==> config.mk <==
export PLATFORM = sky130hd
export DESIGN_NAME = css_selector_list_specificity_top
export DESIGN_NICKNAME = d
export VERILOG_FILES = /design/src/design/csssel_pkg.sv /design/src/design/csssel_splitter.sv /design/src/design/csssel_scorer.sv /design/src/design/css_selector_list_specificity_top.sv
export SDC_FILE = /design/constraint.sdc
export NUM_CORES = 1
export LEC_CHECK = 0
export BUFFER_PORTS_ARGS = -buffer_cell sky130_fd_sc_hd__buf_2
export CAP_MARGIN = 20
export CORE_UTILIZATION = 35
export DETAILED_ROUTE_END_ITERATION = 8
export PLACE_DENSITY = 0.61
export RECOVER_POWER = 25
export REMOVE_ABC_BUFFERS = 1
export SLEW_MARGIN = 20
export SYNTH_ARGS = -nofsm -noshare
export SYNTH_HDL_FRONTEND = slang
export SYNTH_HIERARCHICAL = 1
export SYNTH_SLANG_ARGS = --single-unit
==> constraint.sdc <==
create_clock -name clk_i -period 8.2 [get_ports clk_i]
set_input_delay 0.82 -clock clk_i [delete_from_list [all_inputs] [get_ports clk_i]]
set_output_delay 0.82 -clock clk_i [all_outputs]
set_load 0.05 [all_outputs]
==> src/design/csssel_pkg.sv <==
package csssel_pkg;

  typedef struct packed {
    logic [7:0] text_byte;
    logic       final_byte;
  } in_beat_t;

  typedef struct packed {
    logic [15:0] spec_max;
    logic        saturated;
  } out_beat_t;

  // scorer modes
  localparam logic [2:0] MODE_NORMAL  = 3'd0;
  localparam logic [2:0] MODE_NAME    = 3'd1;
  localparam logic [2:0] MODE_BRACKET = 3'd2;
  localparam logic [2:0] MODE_COLON   = 3'd3;
  localparam logic [2:0] MODE_PSEUDO  = 3'd4;
  localparam logic [2:0] MODE_PAREN   = 3'd5;

  // quote state
  localparam logic [1:0] QUOTE_NONE   = 2'd0;
  localparam logic [1:0] QUOTE_DOUBLE = 2'd1;
  localparam logic [1:0] QUOTE_SINGLE = 2'd2;

  localparam logic [7:0] CH_HASH   = 8'h23;
  localparam logic [7:0] CH_DOT    = 8'h2e;
  localparam logic [7:0] CH_LBRACK = 8'h5b;
  localparam logic [7:0] CH_RBRACK = 8'h5d;
  localparam logic [7:0] CH_COLON  = 8'h3a;
  localparam logic [7:0] CH_COMMA  = 8'h2c;
  localparam logic [7:0] CH_LPAREN = 8'h28;
  localparam logic [7:0] CH_RPAREN = 8'h29;
  localparam logic [7:0] CH_DQUOTE = 8'h22;
  localparam logic [7:0] CH_SQUOTE = 8'h27;
  localparam logic [7:0] CH_BSLASH = 8'h5c;
  localparam logic [7:0] CH_GT     = 8'h3e;
  localparam logic [7:0] CH_PLUS   = 8'h2b;
  localparam logic [7:0] CH_TILDE  = 8'h7e;
  localparam logic [7:0] CH_SPACE  = 8'h20;

  localparam logic [6:0] SCORE_ID    = 7'd100;
  localparam logic [6:0] SCORE_CLASS = 7'd10;
  localparam logic [6:0] SCORE_TYPE  = 7'd1;

  function automatic logic is_name_start(input logic [7:0] c);
    return (c >= 8'h61 && c <= 8'h7a) || (c >= 8'h41 && c <= 8'h5a) ||
           c == 8'h5f || c == 8'h2d;
  endfunction

  function automatic logic is_name_char(input logic [7:0] c);
    return is_name_start(c) || (c >= 8'h30 && c <= 8'h39);
  endfunction

  function automatic logic is_space(input logic [7:0] c);
    return c == CH_SPACE || (c >= 8'd9 && c <= 8'd13);
  endfunction

endpackage

==> src/design/csssel_splitter.sv <==
module csssel_splitter #(
  parameter int NEST_WIDTH = 8
) (
  input  logic       clk_i,
  input  logic       rst_ni,
  input  logic       accept_i,
  input  logic [7:0] byte_i,
  input  logic       last_i,
  output logic       split_o
);
  import csssel_pkg::*;

  localparam logic [NEST_WIDTH-1:0] NestMax = '1;

  logic [NEST_WIDTH-1:0] paren_q, paren_d;
  logic [NEST_WIDTH-1:0] bracket_q, bracket_d;
  logic [1:0]            quote_q, quote_d;
  logic                  esc_q, esc_d;
  logic                  in_quote;

  // an unused quote code counts as no quote
  assign in_quote = (quote_q == QUOTE_DOUBLE) || (quote_q == QUOTE_SINGLE);

  always_comb begin
    paren_d   = paren_q;
    bracket_d = bracket_q;
    quote_d   = in_quote ? quote_q : QUOTE_NONE;
    esc_d     = 1'b0;
    split_o   = 1'b0;
    priority if (esc_q) begin
      esc_d = 1'b0;
    end else if (byte_i == CH_BSLASH) begin
      esc_d = 1'b1;
    end else if (in_quote) begin
      if ((quote_q == QUOTE_DOUBLE && byte_i == CH_DQUOTE) ||
          (quote_q == QUOTE_SINGLE && byte_i == CH_SQUOTE)) begin
        quote_d = QUOTE_NONE;
      end
    end else if (byte_i == CH_DQUOTE) begin
      quote_d = QUOTE_DOUBLE;
    end else if (byte_i == CH_SQUOTE) begin
      quote_d = QUOTE_SINGLE;
    end else if (byte_i == CH_LPAREN) begin
      if (paren_q != NestMax) paren_d = paren_q + 1'b1;
    end else if (byte_i == CH_RPAREN && paren_q != '0) begin
      paren_d = paren_q - 1'b1;
    end else if (byte_i == CH_LBRACK) begin
      if (bracket_q != NestMax) bracket_d = bracket_q + 1'b1;
    end else if (byte_i == CH_RBRACK && bracket_q != '0) begin
      bracket_d = bracket_q - 1'b1;
    end else if (byte_i == CH_COMMA && paren_q == '0 && bracket_q == '0) begin
      split_o = 1'b1;
    end else begin
      split_o = 1'b0;
    end
  end

  always_ff @(posedge clk_i or negedge rst_ni) begin
    if (!rst_ni) begin
      paren_q   <= '0;
      bracket_q <= '0;
      quote_q   <= QUOTE_NONE;
      esc_q     <= 1'b0;
    end else if (accept_i) begin
      if (last_i) begin
        paren_q   <= '0;
        bracket_q <= '0;
        quote_q   <= QUOTE_NONE;
        esc_q     <= 1'b0;
      end else begin
        paren_q   <= paren_d;
        bracket_q <= bracket_d;
        quote_q   <= quote_d;
        esc_q     <= esc_d;
      end
    end
  end

endmodule

==> src/design/csssel_scorer.sv <==
module csssel_scorer #(
  parameter int SCORE_WIDTH = 16
) (
  input  logic                   clk_i,
  input  logic                   rst_ni,
  input  logic                   accept_i,
  input  logic [7:0]             byte_i,
  input  logic                   split_i,
  input  logic                   last_i,
  output logic [SCORE_WIDTH-1:0] best_o,
  output logic                   ovf_o
);
  import csssel_pkg::*;

  localparam logic [SCORE_WIDTH-1:0] ScoreMax = '1;

  logic [2:0]             mode_q, mode_d, mode_eff;
  logic                   type_q, type_d;
  logic [SCORE_WIDTH-1:0] cur_q, cur_d;
  logic [SCORE_WIDTH-1:0] best_q, best_d;
  logic                   ovf_q, ovf_d;
  logic                   classify;
  logic [6:0]             add_val;
  logic [SCORE_WIDTH:0]   sum_w;
  logic [SCORE_WIDTH-1:0] cur_max;

  assign cur_max = (cur_q > best_q) ? cur_q : best_q;
  assign sum_w   = {1'b0, cur_q} + (SCORE_WIDTH+1)'(add_val);

  always_comb begin
    mode_d   = mode_q;
    type_d   = type_q;
    mode_eff = mode_q;
    classify = 1'b0;
    add_val  = '0;
    if (!split_i) begin
      priority if (mode_q == MODE_BRACKET) begin
        if (byte_i == CH_RBRACK) mode_d = MODE_NORMAL;
      end else if (mode_q == MODE_PAREN) begin
        if (byte_i == CH_RPAREN) mode_d = MODE_NORMAL;
      end else begin
        classify = 1'b1;
        // second colon of a pseudo-element is swallowed
        if (mode_q == MODE_COLON) begin
          mode_eff = MODE_PSEUDO;
          if (byte_i == CH_COLON) begin
            mode_d   = MODE_PSEUDO;
            classify = 1'b0;
          end
        end
        if (classify && mode_eff == MODE_PSEUDO) begin
          if (is_name_char(byte_i)) begin
            mode_d   = MODE_PSEUDO;
            classify = 1'b0;
          end else if (byte_i == CH_LPAREN) begin
            mode_d   = MODE_PAREN;
            classify = 1'b0;
          end
        end
        if (classify && mode_eff == MODE_NAME && is_name_char(byte_i)) begin
          classify = 1'b0;
        end
        if (classify) begin
          mode_d = MODE_NORMAL;
          priority if (is_space(byte_i) || byte_i == CH_GT || byte_i == CH_PLUS ||
                       byte_i == CH_TILDE) begin
            type_d = 1'b1;
          end else if (byte_i == CH_HASH) begin
            add_val = SCORE_ID;
            type_d  = 1'b0;
            mode_d  = MODE_NAME;
          end else if (byte_i == CH_DOT) begin
            add_val = SCORE_CLASS;
            type_d  = 1'b0;
            mode_d  = MODE_NAME;
          end else if (byte_i == CH_LBRACK) begin
            add_val = SCORE_CLASS;
            type_d  = 1'b0;
            mode_d  = MODE_BRACKET;
          end else if (byte_i == CH_COLON) begin
            add_val = SCORE_CLASS;
            type_d  = 1'b0;
            mode_d  = MODE_COLON;
          end else if (type_q && is_name_start(byte_i)) begin
            add_val = SCORE_TYPE;
            type_d  = 1'b0;
            mode_d  = MODE_NAME;
          end else begin
            type_d = 1'b0;
          end
        end
      end
    end
  end

  always_comb begin
    cur_d  = cur_q;
    best_d = best_q;
    ovf_d  = ovf_q;
    if (split_i) begin
      cur_d  = '0;
      best_d = cur_max;
    end else if (add_val != '0) begin
      if (sum_w >= {1'b0, ScoreMax}) begin
        cur_d = ScoreMax;
        ovf_d = 1'b1;
      end else begin
        cur_d = sum_w[SCORE_WIDTH-1:0];
      end
    end
  end

  // closing of the last selector at the end of the list
  assign best_o = (cur_d > best_d) ? cur_d : best_d;
  assign ovf_o  = ovf_d;

  always_ff @(posedge clk_i or negedge rst_ni) begin
    if (!rst_ni) begin
      mode_q <= MODE_NORMAL;
      type_q <= 1'b1;
      cur_q  <= '0;
      best_q <= '0;
      ovf_q  <= 1'b0;
    end else if (accept_i) begin
      if (last_i) begin
        mode_q <= MODE_NORMAL;
        type_q <= 1'b1;
        cur_q  <= '0;
        best_q <= '0;
        ovf_q  <= 1'b0;
      end else if (split_i) begin
        mode_q <= MODE_NORMAL;
        type_q <= 1'b1;
        cur_q  <= cur_d;
        best_q <= best_d;
        ovf_q  <= ovf_d;
      end else begin
        mode_q <= mode_d;
        type_q <= type_d;
        cur_q  <= cur_d;
        best_q <= best_d;
        ovf_q  <= ovf_d;
      end
    end
  end

`ifndef SYNTHESIS
  a_last_clears: assert property (@(posedge clk_i) disable iff (!rst_ni)
    accept_i && last_i |=> cur_q == '0 && best_q == '0 && type_q && !ovf_q)
    else $error("scorer state not cleared after end of list");
  a_split_clears: assert property (@(posedge clk_i) disable iff (!rst_ni)
    accept_i && split_i && !last_i |=> cur_q == '0 && mode_q == MODE_NORMAL)
    else $error("selector sum not cleared at split comma");
  a_mode_legal: assert property (@(posedge clk_i) disable iff (!rst_ni)
    mode_q <= MODE_PAREN)
    else $error("scorer mode out of range");
  a_ovf_hold: assert property (@(posedge clk_i) disable iff (!rst_ni)
    !accept_i |=> $stable(ovf_q) && $stable(best_q))
    else $error("scorer state moved without an accepted beat");
`endif

endmodule

==> src/design/css_selector_list_specificity_top.sv <==
// a result is registered and shown in the cycle after its final byte is accepted
// throughput: one byte per cycle unless a final byte waits for the output slot
// a non-final byte is taken even while a result waits; a final byte waits for the slot
// reset: asynchronous active low, clears nesting, quote, scorer and output valid state
module css_selector_list_specificity_top #(
  parameter int NEST_WIDTH  = 8,
  parameter int SCORE_WIDTH = 16
) (
  input  logic                  clk_i,
  input  logic                  rst_ni,
  input  logic                  in_valid_i,
  output logic                  in_ready_o,
  input  csssel_pkg::in_beat_t  in_data_i,
  output logic                  out_valid_o,
  input  logic                  out_ready_i,
  output csssel_pkg::out_beat_t out_data_o
);
  import csssel_pkg::*;

  logic                   accept;
  logic                   split;
  logic [SCORE_WIDTH-1:0] best;
  logic                   ovf;
  logic [31:0]            best_wide;
  logic                   out_valid_q;
  out_beat_t              out_data_q, out_data_d;

  assign in_ready_o = !out_valid_q || out_ready_i || !in_data_i.final_byte;
  assign accept     = in_valid_i && in_ready_o;

  csssel_splitter #(
    .NEST_WIDTH(NEST_WIDTH)
  ) u_splitter (
    .clk_i   (clk_i),
    .rst_ni  (rst_ni),
    .accept_i(accept),
    .byte_i  (in_data_i.text_byte),
    .last_i  (in_data_i.final_byte),
    .split_o (split)
  );

  csssel_scorer #(
    .SCORE_WIDTH(SCORE_WIDTH)
  ) u_scorer (
    .clk_i   (clk_i),
    .rst_ni  (rst_ni),
    .accept_i(accept),
    .byte_i  (in_data_i.text_byte),
    .split_i (split),
    .last_i  (in_data_i.final_byte),
    .best_o  (best),
    .ovf_o   (ovf)
  );

  // clamp to the 16-bit result field
  assign best_wide = 32'(best);
  always_comb begin
    if (best_wide[31:16] != '0) begin
      out_data_d.spec_max  = 16'hffff;
      out_data_d.saturated = 1'b1;
    end else begin
      out_data_d.spec_max  = best_wide[15:0];
      out_data_d.saturated = ovf;
    end
  end

  always_ff @(posedge clk_i or negedge rst_ni) begin
    if (!rst_ni) begin
      out_valid_q <= 1'b0;
    end else if (accept && in_data_i.final_byte) begin
      out_valid_q <= 1'b1;
    end else if (out_ready_i) begin
      out_valid_q <= 1'b0;
    end
  end

  always_ff @(posedge clk_i) begin
    if (accept && in_data_i.final_byte) begin
      out_data_q <= out_data_d;
    end
  end

  assign out_valid_o = out_valid_q;
  assign out_data_o  = out_data_q;

endmodule

==> Yosys cells after proc, flatten, opt, wreduce, memory -nomap -nowiden <==
Index checks and enable logic that the tools add are counted.
{ "totals": {"out_inout_bits": 19, "input_bits": 13, "reg_bits": 74, "elab_cells": 218} }
{ "op_classes": {"n_addsub": 5, "n_mux": 108, "magnitude_cmp": 11, "n_reduce_logical": 43, "n_eq_ne": 39} }
{ "op_table": {"columns": ["operator", "n"], "rows": [
  ["$mux 8", 20],
  ["$mux 16", 8],
  ["$eq 8x6->1 const B", 12],
  ["$mux 3", 21],
  ["$mux 7", 9],
  ["$mux 1", 42],
  ["$eq 8x7->1 const B", 5],
  ["$gt 16x16->1", 2],
  ["$add 16x7->17", 1],
  ["$ge 17x16->1 const B", 1],
  ["$add 8x1->8 const B", 2],
  ["$ge 8x7->1 const B", 2],
  ["$le 8x7->1 const B", 2],
  ["$logic_and 1x1->1", 16],
  ["$logic_not 8->1", 2],
  ["$mux 2", 8],
  ["$ne 8x8->1 const B", 2],
  ["$reduce_bool 8->1", 2],
  ["$sub 8x1->8 const B", 2],
  ["$ne 2x2->1 const B", 7],
  ["$logic_or 1x1->1", 12],
  ["$reduce_and 10->1", 1],
  ["$reduce_bool 3->1", 3],
  ["$ge 8x4->1 const B", 1],
  ["other kinds (18)", 23]
]} }

==> Longest topological paths before layout <==
{ "depth": {"ltp_word": 37, "ltp_mapped": 29, "depth_no_buf": 25} }

==> By module <==
The synthesis kept the hierarchy.
{ "by_module_without_submodules": {"columns": ["module", "n_inst", "seq_area_each_um2", "area_per_inst_um2", "cells_per_inst"], "rows": [
  ["csssel_scorer", 1, 927.1, 4239.1, 554],
  ["csssel_splitter", 1, 475.5, 1790.5, 209],
  ["css_selector_list_specificity_top", 1, 535.5, 578.1, 24]
]} }

==> Worst setup path before layout <==
No wires, ideal clock.
{ "synth_path": {"kind": "in2reg", "from": "input port in_data_i[1] in the netlist's numbering", "to": "register out_data_q, in the netlist out_data_o[2], data pin", "path_stages": 27, "required_time_ps": 7941, "path_buffers": 3, "setup_slack_ps": 1726, "setup_time_ps": 259, "arrival_ps": 6215, "path_cell_list": "buf_2 > or2_2 > o221ai_1 > o311a_1 > nor2b_1 > o31ai_1 > nor2_1 > and4_1 > ha_1 > inv_1 > fa_1 > nand2b_1 > a21o_1 > a21oi_1 > a311oi_1 > a221oi_4 > nor3_1 > or3_1 > ha_1 > nand3b_1 > a21oi_1 > o211ai_1 > a21oi_1 > clkbuf_1 > clkbuf_1 > nor2_1 > a211o_1"} }
{ "synth_via": {"elab_chain_cells": 29, "elab_cells_between_ends": 89, "cone_classes": "add/sub (1); order compare (10); eq/ne (17); mux (40); reduce/logical (21)"} }
{ "synth_lines": {"columns": ["item", "line_no", "text"], "rows": [
  ["start, declared", "css_selector_list_specificity_top.sv:13", "input csssel_pkg::in_beat_t in_data_i,"],
  ["$eq 8x6->1", "csssel_scorer.sv:46, csssel_scorer.sv:80", null],
  ["$mux 1", "csssel_scorer.sv:46", "if (byte_i == CH_COLON) begin"],
  ["$mux 1", "csssel_scorer.sv:44", "if (mode_q == MODE_COLON) begin"],
  ["$mux 1", "csssel_scorer.sv:39", "end else if (mode_q == MODE_PAREN) begin"],
  ["$mux 1", "csssel_scorer.sv:37", "priority if (mode_q == MODE_BRACKET) begin"],
  ["$mux 1", "csssel_scorer.sv:36", "if (!split_i) begin"],
  ["$mux 1", "csssel_scorer.sv:55", "end else if (byte_i == CH_LPAREN) begin"],
  ["$mux 1", "csssel_scorer.sv:52", "if (is_name_char(byte_i)) begin"],
  ["[14 not listed]", null, null],
  ["$add 16x7->17", "csssel_scorer.sv:28", "assign sum_w = {1'b0, cur_q} + (SCORE_WIDTH+1)'(add_val);"],
  ["$ge 17x16->1", "csssel_scorer.sv:104", "if (sum_w >= {1'b0, ScoreMax}) begin"],
  ["$mux 16", "csssel_scorer.sv:104", null],
  ["$mux 16", "csssel_scorer.sv:103", "end else if (add_val != '0) begin"],
  ["$mux 16", "csssel_scorer.sv:100", "if (split_i) begin"],
  ["$gt 16x16->1", "csssel_scorer.sv:114", "assign best_o = (cur_d > best_d) ? cur_d : best_d;"],
  ["$mux 16 (*)", "csssel_scorer.sv:114", null],
  ["named net best[1]", "css_selector_list_specificity_top.sv:22", "logic [SCORE_WIDTH-1:0] best;"],
  ["end signal, assigned", "css_selector_list_specificity_top.sv:79", "out_data_q <= out_data_d;"],
  ["end, declared", "css_selector_list_specificity_top.sv:26", "out_beat_t out_data_q, out_data_d;"]
]} }
The timed path passes the listed nets; every way through them passes the cells marked *. The select of a mux whose other input is x is not followed.
A chain may end at the register's enable or synchronous reset.

==> Worst setup path in the final report <==
{ "layout_path": {"from": "input port in_data_i[3] in the netlist's numbering", "to": "register out_data_q, in the netlist out_data_o[16], data pin"} }
Same word-level chain as after synthesis.

==> summary.md <==
| Metric | Value |
|---|---|
| Fraction of synthesized cell area in xor and xnor cells | 0.0172 |
| Period utilization | 0.865 |
| N_diodes | 0 |
| Placer Congestion | 0.872 |
| Reg clk slew, reported paths | 60 ps |
| Hold WC Path Type | reg2reg |
| Hold Path Stages | 2 |
| Fmax | 141 MHz |
| Die Area | 0.0194 mm^2 |
| Cts repair resizes | 0 |
| Crit start category | primary input |
| Tot Pwr | 1.15 mW |
| Synth warn | 6 |
| Mux contribution to synthesized area | 0.0197 |
| Post-synth EDFFs | 17 |
| Largest net degree at the start of global routing | 58 |
| Global-route wire length before repair | 29,500 um |
| Most frequent cells in the layout | nand2_1 (61), nor2_1 (58), dfrtp_1 (56) |
| Fin crit period | 7090 ps |
| CP endpoint kind | flip-flop |
| Simple-Gate Fraction of Synth Area | 0.252 |
| Failing checks | max-capacitance violations, max-slew violations |
| Final Hold Fails | 0 |
| Vias in the first global route | 5,639 |
| Worst EP required | 8280 ps |
| Syn Inst Count | 787 |
| Flop2flop setup slack | 1660 ps |
| DR vias/cell | 5.92 |
| CP arrival | 7180 ps |
| CTS max path bufs | 2 |
| Setup_tns | 0 ps |
| Worst-margin pin slew | 3350 ps |
| CTS Hold Bufs | 0 |
| Worst Setup EP | out_data_o[16] |
| Router iterations before antenna repair | 5 |
| Chip width | 139 um |
| Antenna viol nets, final | 0 |
| Max-Cap Viols | 1 |
| Core Region | 0.0182 mm^2 |
| CTS Buf Count | 9 |
| Antenna violations before repair | 0 |
| Post-Route WL | 18,100 um |
| Setup ws final | 1110 ps |
| Row count | 49 |
| TritonCTS clock tree | done |
| Synth Cell Area | 0.00661 mm^2 |
| Setup crit start | in_data_i[3] |
| RSZ-0062 raised after global routing | false |
| Kind of critical path | in2reg |
| Vias post-DR | 6,114 |
| Pre-CTS WS | 867 ps |
| #FFs+latches synth | 74 |
| Met2 Use GR | 0.298 |
| Worst VDD drop | 0.000114 V |
| Async SR Flop Fraction | 0.770 |
| Placement Cell Area | 0.00695 mm^2 |
| Die height | 139 um |
| Root Driver | clkbuf_16 |
| Leak | 2.98 nW |
| Pwr per Cell Area | 159 mW/mm^2 |
| Layout area overhead | 9.64% |
| Nets | 866 |
| GRT Util Overall | 0.191 |
| Slew headroom | -1.23 |
| Clock Latency Late Sink | 360 ps |
| Largest family of logic cells by synthesized area | simple AND/OR/NAND/NOR gates |
| Global route overflow | 0 |
| M3 GR Usage | 0.0396 |
| RR Startpoint | u_splitter/paren_q[4] |
| Starting Density | 0.363 |
| Layout cell share with drive strength beyond 1 | 0.103 |
| Clk_skew | 8.49 ps |
| Post-Synth Adder-Cell Area | 0.108 |
| I/O pins | 32 |
| Cells on worst reg2reg path | 26 |
| Setup violators final | 0 |
| Synth Area in Compound Gates | 0.251 |
| Post-CTS setup buffers | 0 |
| Syn_area_per_cell | 8.40 um^2 |
| Fin area | 0.00724 mm^2 |
| Max FO, Critical Path | 26 |
| Sequential fraction of the synthesis area | 0.293 |
| Met1 Resource Use GR | 0.265 |
| H-tree depth | 3 |
| Fin Hold WS | 535 ps |
| Final HPWL DP | 12,900 um |
| Reg2reg end | out_data_o[16] |
| CTS Sinks | 74 |
| Final Util | 0.398 |
| Run status | complete, but fails checks |
| Commonest non-fill, non-tap cell in the layout | nand2_1 |
| Top FF cell, synth | dfrtp_1 |
| Non-Filler Instances | 1,032 |
| Post-Place Cells | 1,016 |
| DRC marker count from the first detailed-route iteration | 457 |
| Gr busiest metal | met2 |
| WL/cell | 17.5 um |
| Slew Viols, Final | 58 |
| Input/output buffers | 31 |
| Cell variety after synth | 85 |
| Drt drc | 0 |
[worst min-delay path by stage]
stage | from | end | slack (ps)
after floorplan | u_scorer/type_q | u_scorer/type_q | 490
after global placement | u_splitter/bracket_q[5] | u_splitter/bracket_q[5] | 520
after detailed placement | u_splitter/bracket_q[5] | u_splitter/bracket_q[5] | 520
after CTS | u_scorer/ovf_q | u_scorer/ovf_q | 540
after global routing | u_scorer/ovf_q | u_scorer/ovf_q | 560
final | u_scorer/ovf_q | u_scorer/ovf_q | 530
[sequential cells by signal (all words and copies together), names as in the netlist]
name	cells
out_data_o	17
u_scorer/best_q	16
u_scorer/cur_q	16
u_splitter/bracket_q	8
u_splitter/paren_q	8
u_scorer/mode_q	3
u_splitter/quote_q	2
out_valid_o	1
u_scorer/ovf_q	1
u_scorer/type_q	1
u_splitter/esc_q	1
[layout make-up]
| class | instances | area [um^2] |
|---|---|---|
| fill | 1820 | 11000 |
| multi-input combinational | 622 | 4310 |
| sequential | 74 | 1940 |
| tap | 229 | 287 |
| clock buffer | 9 | 225 |
| timing repair buffer | 41 | 225 |
| inverter | 50 | 188 |
| clock inverter | 7 | 75.1 |
[cells in the mapped netlist (all sizes together) (8+ instances only)]
cell,number,area [um^2]
mux2i,13,130
and3,13,81.3
ha,52,651
a211oi,10,75.1
nand2b,21,131
nor2,58,218
a21oi,52,260
buf,17,110
nor4,10,83.8
dfrtp,56,1400
xnor2,8,70.1
o31ai,11,82.6
nor2b,15,109
edfxtp,17,510
nand3,29,145
nor3,31,160
and4,8,70.1
o22ai,22,138
clkbuf,24,90.1
o21ai,44,228
a31oi,10,62.6
inv,49,184
nand2,62,235
nand4,12,75.1
[layer usage]
metal	up-vias	share of wire
li1	2990	-
met1	2929	0.48
met2	171	0.45
met3	24	0.053
met4	0	0.014
met5	-	0
[kinds of logic (layout without fill, tap and decap cells)]
group                    Yosys count  in the layout
buffers and inverters             91            107
flip-flops                        74             74
adder cells (fa/ha/maj)           55             55
AND/OR/NAND/NOR                  303            303
AO/OA/AOI/OAI                    238            238
XOR/XNOR                          13             13
multiplexers                      13             13
[power by group]
part           internal (mW)  switching, mW
Clock                  0.238          0.175
Combinational          0.118          0.195
Sequential             0.401         0.0224
Total                  0.758          0.392
[critical path, cell delays in order]
cell and delay [ps]:
buf_2 260, or3_1 440, o221ai_1 260, o311a_1 310, nor2b_1 160, o31ai_1 150
nor2_1 200, and4_1 220, ha_1 200, inv_1 70, fa_1 410, nand2b_1 230
a21o_1 260, a21oi_1 360, a311oi_1 150, a221oi_4 400, buf_4 270, nor3_1 90
nor4_1 210, ha_1 190, nand2_1 70, nor3_1 260, o211ai_1 160, a21oi_1 150
buf_4 260, nand2_1 80, o311ai_0 400, a211oi_1 90
Power figures use the tool's default switching activity.
